`config.mk`:
```
export PLATFORM = sky130hd
export DESIGN_NAME = sliding_gc_bias_average
export DESIGN_NICKNAME = d
export VERILOG_FILES = /design/src/rtl/sgba_pkg.sv /design/src/rtl/sgba_ram.sv /design/src/rtl/sgba_queue.sv /design/src/rtl/sgba_front.sv /design/src/rtl/sgba_back.sv /design/src/rtl/sliding_gc_bias_average.sv
export SDC_FILE = /design/constraint.sdc
export NUM_CORES = 2
export LEC_CHECK = 0
export ABC_AREA = 1
export ABC_CLOCK_PERIOD_IN_PS = 10400
export BUFFER_PORTS_ARGS = -buffer_cell sky130_fd_sc_hd__buf_2
export CAP_MARGIN = 20
export CORE_MARGIN = 4
export CORE_UTILIZATION = 39
export CTS_CLUSTER_DIAMETER = 60
export DETAILED_ROUTE_END_ITERATION = 8
export GPL_TIMING_DRIVEN = 1
export MAX_ROUTING_LAYER = met4
export PLACE_DENSITY = 0.6
export SLEW_MARGIN = 5
export SYNTH_ARGS = -nofsm -noshare
export SYNTH_HDL_FRONTEND = slang
export SYNTH_HIERARCHICAL = 1
export SYNTH_SLANG_ARGS = --single-unit
```
`constraint.sdc`:
```
create_clock -name clk -period 10.4 [get_ports clk]
set_clock_uncertainty 0.05 [all_clocks]
set_input_delay 1.04 -clock clk [delete_from_list [all_inputs] [get_ports clk]]
set_output_delay 1.04 -clock clk [all_outputs]
set_load 0.02 [all_outputs]
```
`src/rtl/sgba_pkg.sv`:
```
// Shared constants and types for the sliding GC bias averager.
// No dependencies; imported by sgba_front, sgba_back, sgba_checker and the top module.
package sgba_pkg;

    localparam int MAX_K_DEF      = 64;
    localparam int COUNT_BITS_DEF = 24;
    localparam int MEAN_W         = 16;
    localparam int WLEN_W         = 7;
    localparam int TIDX_W         = 7;
    localparam int WLEN_RESET     = 25;
    localparam int FIFO_DEPTH     = 4;
    localparam int APB_ADDR_W     = 3;
    localparam int APB_DATA_W     = 32;

    localparam logic REQ_TABLE = 1'b0;
    localparam logic REQ_BASE  = 1'b1;

    localparam logic [1:0] BASE_A = 2'd0;
    localparam logic [1:0] BASE_C = 2'd1;
    localparam logic [1:0] BASE_G = 2'd2;
    localparam logic [1:0] BASE_T = 2'd3;

    localparam logic REG_WINDOW_LEN = 1'b0;

    typedef enum logic [2:0] {
        BK_IDLE = 3'b001,
        BK_DIV  = 3'b010,
        BK_DONE = 3'b100
    } back_state_t;

endpackage

```
`src/rtl/sgba_ram.sv`:
```
// Generic single-write, single-read RAM with registered read data.
// No dependencies.
module sgba_ram #(
    parameter int WIDTH = 16,
    parameter int DEPTH = 65
) (
    input  logic                     clk,
    input  logic                     we,
    input  logic [$clog2(DEPTH)-1:0] waddr,
    input  logic [WIDTH-1:0]         wdata,
    input  logic                     re,
    input  logic [$clog2(DEPTH)-1:0] raddr,
    output logic [WIDTH-1:0]         rdata
);

    logic [WIDTH-1:0] mem_reg [DEPTH];
    logic [WIDTH-1:0] rdata_reg;

    always_ff @(posedge clk)
    begin
        if (we)
        begin
            mem_reg[waddr] <= wdata;
        end
        if (re)
        begin
            rdata_reg <= mem_reg[raddr];
        end
    end

    assign rdata = rdata_reg;

endmodule

```
`src/rtl/sgba_queue.sv`:
```
// Small FIFO between front and back end; holds finished per-sequence sums.
// Depends on nothing but its parameters.
module sgba_queue #(
    parameter int WIDTH = 65,
    parameter int DEPTH = 4
) (
    input  logic                       clk,
    input  logic                       rst_n,
    input  logic                       push,
    input  logic [WIDTH-1:0]           push_data,
    input  logic                       pop,
    output logic [WIDTH-1:0]           head_data,
    output logic                       empty,
    output logic [$clog2(DEPTH+1)-1:0] count
);

    localparam int PW = (DEPTH > 1) ? $clog2(DEPTH) : 1;
    localparam int CW = $clog2(DEPTH + 1);

    logic [WIDTH-1:0] slot_reg [DEPTH];
    logic [PW-1:0]    wr_ptr_reg, wr_ptr_next;
    logic [PW-1:0]    rd_ptr_reg, rd_ptr_next;
    logic [CW-1:0]    count_reg, count_next;

    always_comb
    begin
        wr_ptr_next = wr_ptr_reg;
        rd_ptr_next = rd_ptr_reg;
        count_next  = count_reg;
        if (push)
        begin
            wr_ptr_next = (wr_ptr_reg == PW'(DEPTH - 1)) ? '0 : wr_ptr_reg + 1'b1;
        end
        if (pop)
        begin
            rd_ptr_next = (rd_ptr_reg == PW'(DEPTH - 1)) ? '0 : rd_ptr_reg + 1'b1;
        end
        if (push && !pop)
        begin
            count_next = count_reg + 1'b1;
        end
        else if (pop && !push)
        begin
            count_next = count_reg - 1'b1;
        end
    end

    always_ff @(posedge clk or negedge rst_n)
    begin
        if (!rst_n)
        begin
            wr_ptr_reg <= '0;
            rd_ptr_reg <= '0;
            count_reg  <= '0;
        end
        else
        begin
            wr_ptr_reg <= wr_ptr_next;
            rd_ptr_reg <= rd_ptr_next;
            count_reg  <= count_next;
        end
    end

    always_ff @(posedge clk)
    begin
        if (push)
        begin
            slot_reg[wr_ptr_reg] <= push_data;
        end
    end

    assign head_data = slot_reg[rd_ptr_reg];
    assign empty     = (count_reg == '0);
    assign count     = count_reg;

endmodule

```
`src/rtl/sgba_front.sv`:
```
// Front end: takes requests, keeps the GC window, looks up bias and accumulates.
// Depends on sgba_pkg and sgba_ram.
module sgba_front
    import sgba_pkg::*;
#(
    parameter int MAX_K      = MAX_K_DEF,
    parameter int COUNT_BITS = COUNT_BITS_DEF
) (
    input  logic                                 clk,
    input  logic                                 rst_n,
    input  logic [$clog2(MAX_K+1)-1:0]           k_eff,
    input  logic                                 clear,
    input  logic                                 item_valid,
    output logic                                 item_stall,
    input  logic                                 req_type,
    input  logic [TIDX_W-1:0]                    table_index,
    input  logic [MEAN_W-1:0]                    table_value,
    input  logic [1:0]                           base_code,
    input  logic                                 seq_last,
    input  logic [$clog2(FIFO_DEPTH+1)-1:0]      q_count,
    output logic                                 push,
    output logic [MEAN_W+COUNT_BITS-1:0]         push_sum,
    output logic [COUNT_BITS-1:0]                push_count,
    output logic                                 push_sat
);

    localparam int KW  = $clog2(MAX_K + 1);
    localparam int KIW = (MAX_K > 1) ? $clog2(MAX_K) : 1;
    localparam int CB  = COUNT_BITS;
    localparam int SW  = MEAN_W + COUNT_BITS;
    localparam int QCW = $clog2(FIFO_DEPTH + 1);
    localparam logic [CB-1:0] CNT_MAX = {CB{1'b1}};

    logic [MAX_K-1:0] win_reg, win_next;
    logic [KW-1:0]    gc_reg, gc_next;
    logic [KW-1:0]    seen_reg, seen_next;
    logic [CB-1:0]    wd_reg, wd_next;

    logic             s2_valid_reg;
    logic             s2_add_reg;
    logic             s2_last_reg;
    logic [CB-1:0]    s2_count_reg;
    logic             s2_sat_reg;
    logic [SW-1:0]    sum_reg, sum_next;

    logic             accept;
    logic             base_acc;
    logic             tbl_we;
    logic             gc_bit;
    logic             drop;
    logic [KW-1:0]    gc_upd;
    logic [KW-1:0]    seen_upd;
    logic             add_win;
    logic [CB-1:0]    wd_upd;
    logic [MEAN_W-1:0] bias_rdata;
    logic [SW-1:0]    sum_total;

    assign item_stall = ((QCW + 1)'(q_count) + (QCW + 1)'(s2_valid_reg && s2_last_reg))
                        >= (QCW + 1)'(FIFO_DEPTH);
    assign accept   = item_valid && !item_stall;
    assign base_acc = accept && (req_type == REQ_BASE);
    assign tbl_we   = accept && (req_type == REQ_TABLE)
                      && (32'(table_index) <= 32'(MAX_K));

    always_comb
    begin
        gc_bit   = (base_code == BASE_C) || (base_code == BASE_G);
        drop     = (seen_reg >= k_eff) && win_reg[KIW'(k_eff - 1'b1)];
        gc_upd   = gc_reg - KW'(drop) + KW'(gc_bit);
        seen_upd = seen_reg + KW'(seen_reg < k_eff);
        add_win  = (seen_upd >= k_eff) && (wd_reg != CNT_MAX);
        wd_upd   = wd_reg + CB'(add_win);

        win_next  = win_reg;
        gc_next   = gc_reg;
        seen_next = seen_reg;
        wd_next   = wd_reg;
        if (clear)
        begin
            win_next  = '0;
            gc_next   = '0;
            seen_next = '0;
            wd_next   = '0;
        end
        else if (base_acc)
        begin
            if (seq_last)
            begin
                win_next  = '0;
                gc_next   = '0;
                seen_next = '0;
                wd_next   = '0;
            end
            else
            begin
                win_next  = MAX_K'({win_reg, gc_bit});
                gc_next   = gc_upd;
                seen_next = seen_upd;
                wd_next   = wd_upd;
            end
        end
    end

    sgba_ram #(
        .WIDTH (MEAN_W),
        .DEPTH (MAX_K + 1)
    ) u_table (
        .clk   (clk),
        .we    (tbl_we),
        .waddr (KW'(table_index)),
        .wdata (table_value),
        .re    (base_acc),
        .raddr (gc_upd),
        .rdata (bias_rdata)
    );

    assign sum_total = sum_reg + (s2_add_reg ? SW'(bias_rdata) : '0);

    always_comb
    begin
        sum_next = sum_reg;
        if (clear)
        begin
            sum_next = '0;
        end
        else if (s2_valid_reg)
        begin
            sum_next = s2_last_reg ? '0 : sum_total;
        end
    end

    always_ff @(posedge clk or negedge rst_n)
    begin
        if (!rst_n)
        begin
            win_reg      <= '0;
            gc_reg       <= '0;
            seen_reg     <= '0;
            wd_reg       <= '0;
            sum_reg      <= '0;
            s2_valid_reg <= 1'b0;
        end
        else
        begin
            win_reg      <= win_next;
            gc_reg       <= gc_next;
            seen_reg     <= seen_next;
            wd_reg       <= wd_next;
            sum_reg      <= sum_next;
            s2_valid_reg <= base_acc && !clear;
        end
    end

    always_ff @(posedge clk)
    begin
        if (base_acc)
        begin
            s2_add_reg   <= add_win;
            s2_last_reg  <= seq_last;
            s2_count_reg <= wd_upd;
            s2_sat_reg   <= (wd_upd == CNT_MAX);
        end
    end

    assign push       = s2_valid_reg && s2_last_reg;
    assign push_sum   = sum_total;
    assign push_count = s2_count_reg;
    assign push_sat   = s2_sat_reg;

endmodule

```
`src/rtl/sgba_back.sv`:
```
// Back end: pops a sequence total, divides by the window count, holds the result.
// Depends on sgba_pkg.
module sgba_back
    import sgba_pkg::*;
#(
    parameter int COUNT_BITS = COUNT_BITS_DEF
) (
    input  logic                          clk,
    input  logic                          rst_n,
    input  logic                          q_empty,
    input  logic [MEAN_W+COUNT_BITS-1:0]  head_sum,
    input  logic [COUNT_BITS-1:0]         head_count,
    input  logic                          head_sat,
    output logic                          pop,
    output logic                          result_valid,
    input  logic                          result_stall,
    output logic [MEAN_W-1:0]             bias_mean,
    output logic [COUNT_BITS-1:0]         window_count,
    output logic                          too_short,
    output logic                          count_saturated
);

    localparam int CB = COUNT_BITS;
    localparam int SW = MEAN_W + COUNT_BITS;
    localparam int STW = $clog2(MEAN_W);

    back_state_t      state_reg, state_next;
    logic [CB-1:0]    rem_reg;
    logic [MEAN_W-1:0] quo_reg;
    logic [CB-1:0]    div_reg;
    logic [STW-1:0]   step_reg;
    logic [MEAN_W-1:0] mean_reg;
    logic [CB-1:0]    cnt_reg;
    logic             short_reg;
    logic             sat_reg;

    logic [CB:0]      trial;
    logic             ge;
    logic [CB:0]      diff;
    logic [CB-1:0]    rem_next;
    logic [MEAN_W-1:0] quo_next;

    always_comb
    begin
        trial    = {rem_reg, quo_reg[MEAN_W-1]};
        ge       = trial >= {1'b0, div_reg};
        diff     = trial - {1'b0, div_reg};
        rem_next = ge ? diff[CB-1:0] : trial[CB-1:0];
        quo_next = {quo_reg[MEAN_W-2:0], ge};
    end

    assign pop = (state_reg == BK_IDLE) && !q_empty;

    always_comb
    begin
        state_next = state_reg;
        case (state_reg)
            BK_IDLE:
            begin
                if (!q_empty)
                begin
                    state_next = (head_count == '0) ? BK_DONE : BK_DIV;
                end
            end
            BK_DIV:
            begin
                if (step_reg == STW'(MEAN_W - 1))
                begin
                    state_next = BK_DONE;
                end
            end
            BK_DONE:
            begin
                if (!result_stall)
                begin
                    state_next = BK_IDLE;
                end
            end
            default:
            begin
                state_next = BK_IDLE;
            end
        endcase
    end

    always_ff @(posedge clk or negedge rst_n)
    begin
        if (!rst_n)
        begin
            state_reg <= BK_IDLE;
        end
        else
        begin
            state_reg <= state_next;
        end
    end

    always_ff @(posedge clk)
    begin
        case (state_reg)
            BK_IDLE:
            begin
                if (!q_empty)
                begin
                    rem_reg   <= head_sum[SW-1:MEAN_W];
                    quo_reg   <= head_sum[MEAN_W-1:0];
                    div_reg   <= head_count;
                    step_reg  <= '0;
                    cnt_reg   <= head_count;
                    sat_reg   <= head_sat;
                    short_reg <= (head_count == '0);
                    mean_reg  <= '0;
                end
            end
            BK_DIV:
            begin
                rem_reg  <= rem_next;
                quo_reg  <= quo_next;
                step_reg <= step_reg + 1'b1;
                if (step_reg == STW'(MEAN_W - 1))
                begin
                    mean_reg <= quo_next;
                end
            end
            default:
            begin
            end
        endcase
    end

    assign result_valid    = (state_reg == BK_DONE);
    assign bias_mean       = mean_reg;
    assign window_count    = cnt_reg;
    assign too_short       = short_reg;
    assign count_saturated = sat_reg;

endmodule

```
`src/rtl/sliding_gc_bias_average.sv`:
```
// Channel   Handshake                  Payload
// item      item_valid / item_stall    req_type table_index table_value base_code seq_last
// result    result_valid / result_stall bias_mean window_count too_short count_saturated
// config    APB psel/penable/pwrite    paddr pwdata -> prdata (window_len at 0x0)
//
// Items are taken one per cycle unless item_stall is high; the table read registers at
// acceptance, the sum in the cycle after, and a sequence total is pushed in the cycle
// after its last base. In the back end each result passes a pop, 16 divide steps of one
// quotient bit each and an output hold; a sequence with no window skips the divide and
// goes from pop to hold. A 4-entry queue buffers sequence totals.
// item_stall rises when the queued totals plus one about to be pushed fill the queue;
// result_stall holds the result. rst_n clears control state; the bias table has no reset.
// Depends on sgba_pkg, sgba_front, sgba_queue, sgba_back, sgba_ram.
module sliding_gc_bias_average
    import sgba_pkg::*;
#(
    parameter int MAX_K      = MAX_K_DEF,
    parameter int COUNT_BITS = COUNT_BITS_DEF
) (
    input  logic                   clk,
    input  logic                   rst_n,
    input  logic                   psel,
    input  logic                   penable,
    input  logic                   pwrite,
    input  logic [APB_ADDR_W-1:0]  paddr,
    input  logic [APB_DATA_W-1:0]  pwdata,
    output logic [APB_DATA_W-1:0]  prdata,
    output logic                   pready,
    input  logic                   item_valid,
    output logic                   item_stall,
    input  logic                   req_type,
    input  logic [TIDX_W-1:0]      table_index,
    input  logic [MEAN_W-1:0]      table_value,
    input  logic [1:0]             base_code,
    input  logic                   seq_last,
    output logic                   result_valid,
    input  logic                   result_stall,
    output logic [MEAN_W-1:0]      bias_mean,
    output logic [COUNT_BITS-1:0]  window_count,
    output logic                   too_short,
    output logic                   count_saturated
);

    localparam int KW  = $clog2(MAX_K + 1);
    localparam int SW  = MEAN_W + COUNT_BITS;
    localparam int QW  = SW + COUNT_BITS + 1;
    localparam int QCW = $clog2(FIFO_DEPTH + 1);

    function automatic logic [KW-1:0] eff_k(input logic [WLEN_W-1:0] v);
        logic [KW-1:0] k;
        begin
            if (v == '0)
            begin
                k = KW'(1);
            end
            else if (32'(v) > 32'(MAX_K))
            begin
                k = KW'(MAX_K);
            end
            else
            begin
                k = KW'(v);
            end
            return k;
        end
    endfunction

    logic [WLEN_W-1:0] wlen_reg;
    logic [KW-1:0]     keff_reg;
    logic              cfg_wr;

    logic              push;
    logic [SW-1:0]     push_sum;
    logic [COUNT_BITS-1:0] push_count;
    logic              push_sat;
    logic              pop;
    logic              q_empty;
    logic [QCW-1:0]    q_count;
    logic [QW-1:0]     head_data;

    assign pready = 1'b1;
    assign cfg_wr = psel && penable && pwrite && pready && (paddr[2] == REG_WINDOW_LEN);
    assign prdata = (paddr[2] == REG_WINDOW_LEN) ? APB_DATA_W'(wlen_reg) : '0;

    always_ff @(posedge clk or negedge rst_n)
    begin
        if (!rst_n)
        begin
            wlen_reg <= WLEN_W'(WLEN_RESET);
            keff_reg <= eff_k(WLEN_W'(WLEN_RESET));
        end
        else if (cfg_wr)
        begin
            wlen_reg <= pwdata[WLEN_W-1:0];
            keff_reg <= eff_k(pwdata[WLEN_W-1:0]);
        end
    end

    sgba_front #(
        .MAX_K      (MAX_K),
        .COUNT_BITS (COUNT_BITS)
    ) u_front (
        .clk         (clk),
        .rst_n       (rst_n),
        .k_eff       (keff_reg),
        .clear       (cfg_wr),
        .item_valid  (item_valid),
        .item_stall  (item_stall),
        .req_type    (req_type),
        .table_index (table_index),
        .table_value (table_value),
        .base_code   (base_code),
        .seq_last    (seq_last),
        .q_count     (q_count),
        .push        (push),
        .push_sum    (push_sum),
        .push_count  (push_count),
        .push_sat    (push_sat)
    );

    sgba_queue #(
        .WIDTH (QW),
        .DEPTH (FIFO_DEPTH)
    ) u_queue (
        .clk       (clk),
        .rst_n     (rst_n),
        .push      (push),
        .push_data ({push_sum, push_count, push_sat}),
        .pop       (pop),
        .head_data (head_data),
        .empty     (q_empty),
        .count     (q_count)
    );

    sgba_back #(
        .COUNT_BITS (COUNT_BITS)
    ) u_back (
        .clk             (clk),
        .rst_n           (rst_n),
        .q_empty         (q_empty),
        .head_sum        (head_data[QW-1:COUNT_BITS+1]),
        .head_count      (head_data[COUNT_BITS:1]),
        .head_sat        (head_data[0]),
        .pop             (pop),
        .result_valid    (result_valid),
        .result_stall    (result_stall),
        .bias_mean       (bias_mean),
        .window_count    (window_count),
        .too_short       (too_short),
        .count_saturated (count_saturated)
    );

endmodule

```
==> summary.txt <==
Layout
  – Largest register FFs: 1040
  – Share of layout cells above drive strength 1: 9.59%
  – Final nets: 6710
  – Area delta synth->final: 11.2%

Floorplan
  – Chip height: 434 µm
  – Width of the die: 434 µm
  – Die area: 189000 µm²
  – Core area: 181000 µm²
  – Ports: 146
  – Initial Util: 39.2%
  – Row count: 156

Timing
  – Worst Max-Slew Pin Slew: 1110 ps
  – RSZ-0062 raised after global routing: false
  – Setup-failing EPs final: 0
  – Tcrit/Tclk final: 77.0%
  – Slew Limit Fails: 0
  – Final Hold Viols: 0
  – Achievable frequency: 125 MHz
  – Setup TNS: 0 ps
  – Final min period: 8010 ps
  – Slew headroom: 25.9%

Min path
  – Hold crit path type: flip-flop to flip-flop
  – Min-delay src: u_front/push_count[0]

Place
  – GP Congestion: 0.908
  – Port-buffer cells: 92
  – Dpl hpwl: 100000 µm

CTS
  – Clock Sinks: 1596
  – Clock-pin slew on the worst setup and hold paths: 60 ps
  – Worst-Skew Late Latency: 820 ps
  – Clk root buf: clkbuf_16
  – CTS buffer count: 170
  – Clk buf depth: 3
  – CTS resizes: 0
  – H-Tree Level Count: 4
  – CTS tree: yes

Run
  – MaxCap Viol Count: 0

Worst setup path
  – Start of the worst register-to-register path: keff_reg[0]
  – Crit path max fanout: 110
  – CP Capture Type: flip-flop
  – WS Path Type: flip-flop to flip-flop
  – CP Launch Point: keff_reg[0]
  – Critical Path RT: 11020 ps
  – Crit path arrival time: 8630 ps
  – Startpoint class of the critical path: flip-flop

Yosys
  – Synthesized netlist cell count: 6504
  – Mapped Area: 70900 µm²
  – Post-synth EDFFs: 1429
  – Post-synth ARST share: 10.5%
  – Mapped Avg Cell Area: 10.9 µm²
  – Main synth FF type: edfxtp_1
  – Synth Warn #: 6
  – Yosys reg bits: 1596
  – Sequential area share after synthesis: 66.4%
  – Post-synth cell types: 55

GRT
  – Initial antenna violation count: 7
  – Largest net degree at the start of global routing: 231
  – Global-route wire length before repair: 267000 µm
  – Vias in the first global route: 43680
  – Gr usage total: 19.0%
  – Total grt overflow: 0

Outcome
  – Status: finished, final reports clean

Routing
  – Antenna Nets Post-Route: 0
  – DRC errors left: 0
  – WL per Instance: 19.6 µm
  – Initial drt markers: 4704
  – Routed WL: 178000 µm
  – DRT Pass-1 Iters: 6
  – Via/cell ratio: 5.15
  – Vias: 46703
placed cells by master, fill, tap and decap left out, types with 32 or more instances in the layout:
cell and instances:
nand2_1 2018, edfxtp_1 1429, nand3_1 1055, inv_1 536
nor2_1 198, clkbuf_16 170, dfrtp_1 159, o21ai_0 107
buf_4 107, buf_2 91, o211ai_2 84, ha_1 72
o22ai_1 69, a21oi_1 65, o211ai_1 57, nand4_1 47
clkbuf_1 43, xor2_1 39, clkinv_1 32
stage by stage:
stage	instances	cell area, µm²	setup slack, ps	hold slack (ps)	util (%)
floorplan	6528	71000	5680	392	-
global placement	8748	73100	2610	414	40.5
detailed placement	8756	73200	2630	431	40.5
CTS	9061	78800	2590	343	43.6
global route	9072	78900	2080	375	43.6
finish	9072	78900	2390	403	43.6
metal layers:
layer	wire length [µm]	track usage [%]	up-vias
li1	-	-	22364
met1	79300	26.2	22665
met2	83000	29.4	1395
met3	10900	2.55	279
met4	4350	5.67	0
met5	0	-	-
repair_timing:
| action | CTS | global route |
|---|---|---|
| setup buffers | 0 | 0 |
| endpoints found under the setup margin | 0 | 0 |
| hold buffers | 1 | 0 |
| endpoints found under the hold margin | 4 | 0 |
area by class of cell:
class / instances / area [µm²]
Sequential cell: 1596 / 47100
Fill cell: 16698 / 102000
Multi-Input combinational cell: 4014 / 19500
Clock inverter: 82 / 985
Clock buffer: 222 / 4540
Timing Repair Buffer: 219 / 1610
Inverter: 563 / 2160
Tap cell: 2370 / 2970
Antenna cell: 6 / 15.0
kinds of logic after synthesis:
family	synth area share, %
other cells	0.0106
simple gates	20.6
fa+ha+maj	1.40
xor+xnor	0.679
compound gates	4.55
flops	66.4
buf+inv	6.36
path summary, 6_finish.rpt:
path | to | slack [ps] | cells past startpoint
worst max-delay path | u_front/u_table/rdata[7] | 2390 | 26
worst min-delay path | u_queue/slot_reg[3][1] | 400 | 0
worst max register to register | u_front/u_table/rdata[7] | 2390 | 26
worst min register to register | u_queue/slot_reg[3][1] | 400 | 0
max in group asynchronous | u_front/win_reg[52] | 7520 | 4
min in group asynchronous | u_back/state_reg[1] | 600 | 2
cells in the mapped netlist, types with 9 or more instances:
cell type | n | area share [%]
nand4_1 | 47 | 0.41
buf_2 | 116 | 0.82
dfrtp_1 | 160 | 5.6
clkbuf_1 | 65 | 0.34
nor2_1 | 212 | 1.1
o22ai_2 | 20 | 0.35
nand2_1 | 2018 | 11
nand3_1 | 1055 | 7.4
xor2_1 | 40 | 0.49
o22ai_1 | 69 | 0.61
o211ai_1 | 57 | 0.60
nor3_1 | 26 | 0.18
nor4_1 | 10 | 0.088
a21oi_1 | 65 | 0.46
buf_1 | 15 | 0.079
buf_4 | 75 | 0.79
ha_1 | 73 | 1.3
o211ai_2 | 84 | 1.5
o21ai_0 | 108 | 0.76
inv_1 | 542 | 2.9
nand3b_1 | 13 | 0.14
buf_6 | 81 | 1.3
edfxtp_1 | 1429 | 61
inv_2 | 18 | 0.095
nor2_2 | 9 | 0.079
xnor2_1 | 15 | 0.19
critical path: stages, from the launching register on:
cell,delay (ps)
dfstp_2,510
buf_4,440
inv_1,370
ha_1,560
inv_1,640
o21ai_0,190
o211ai_1,210
nand3_1,110
nand2_1,110
nand2_1,50
a21oi_1,130
nor2_1,80
ha_1,280
inv_1,60
ha_4,160
fa_4,1250
clkinv_8,580
buf_12,480
nand3_1,190
nand3_1,90
nand3_1,130
nand2_1,140
nand2_1,130
nand3_1,230
nand2_1,140
nand2_1,100
nand2_1,90
Power is not shown: default switching activity piles up to over one toggle a cycle in this logic, so the estimate is an artifact.
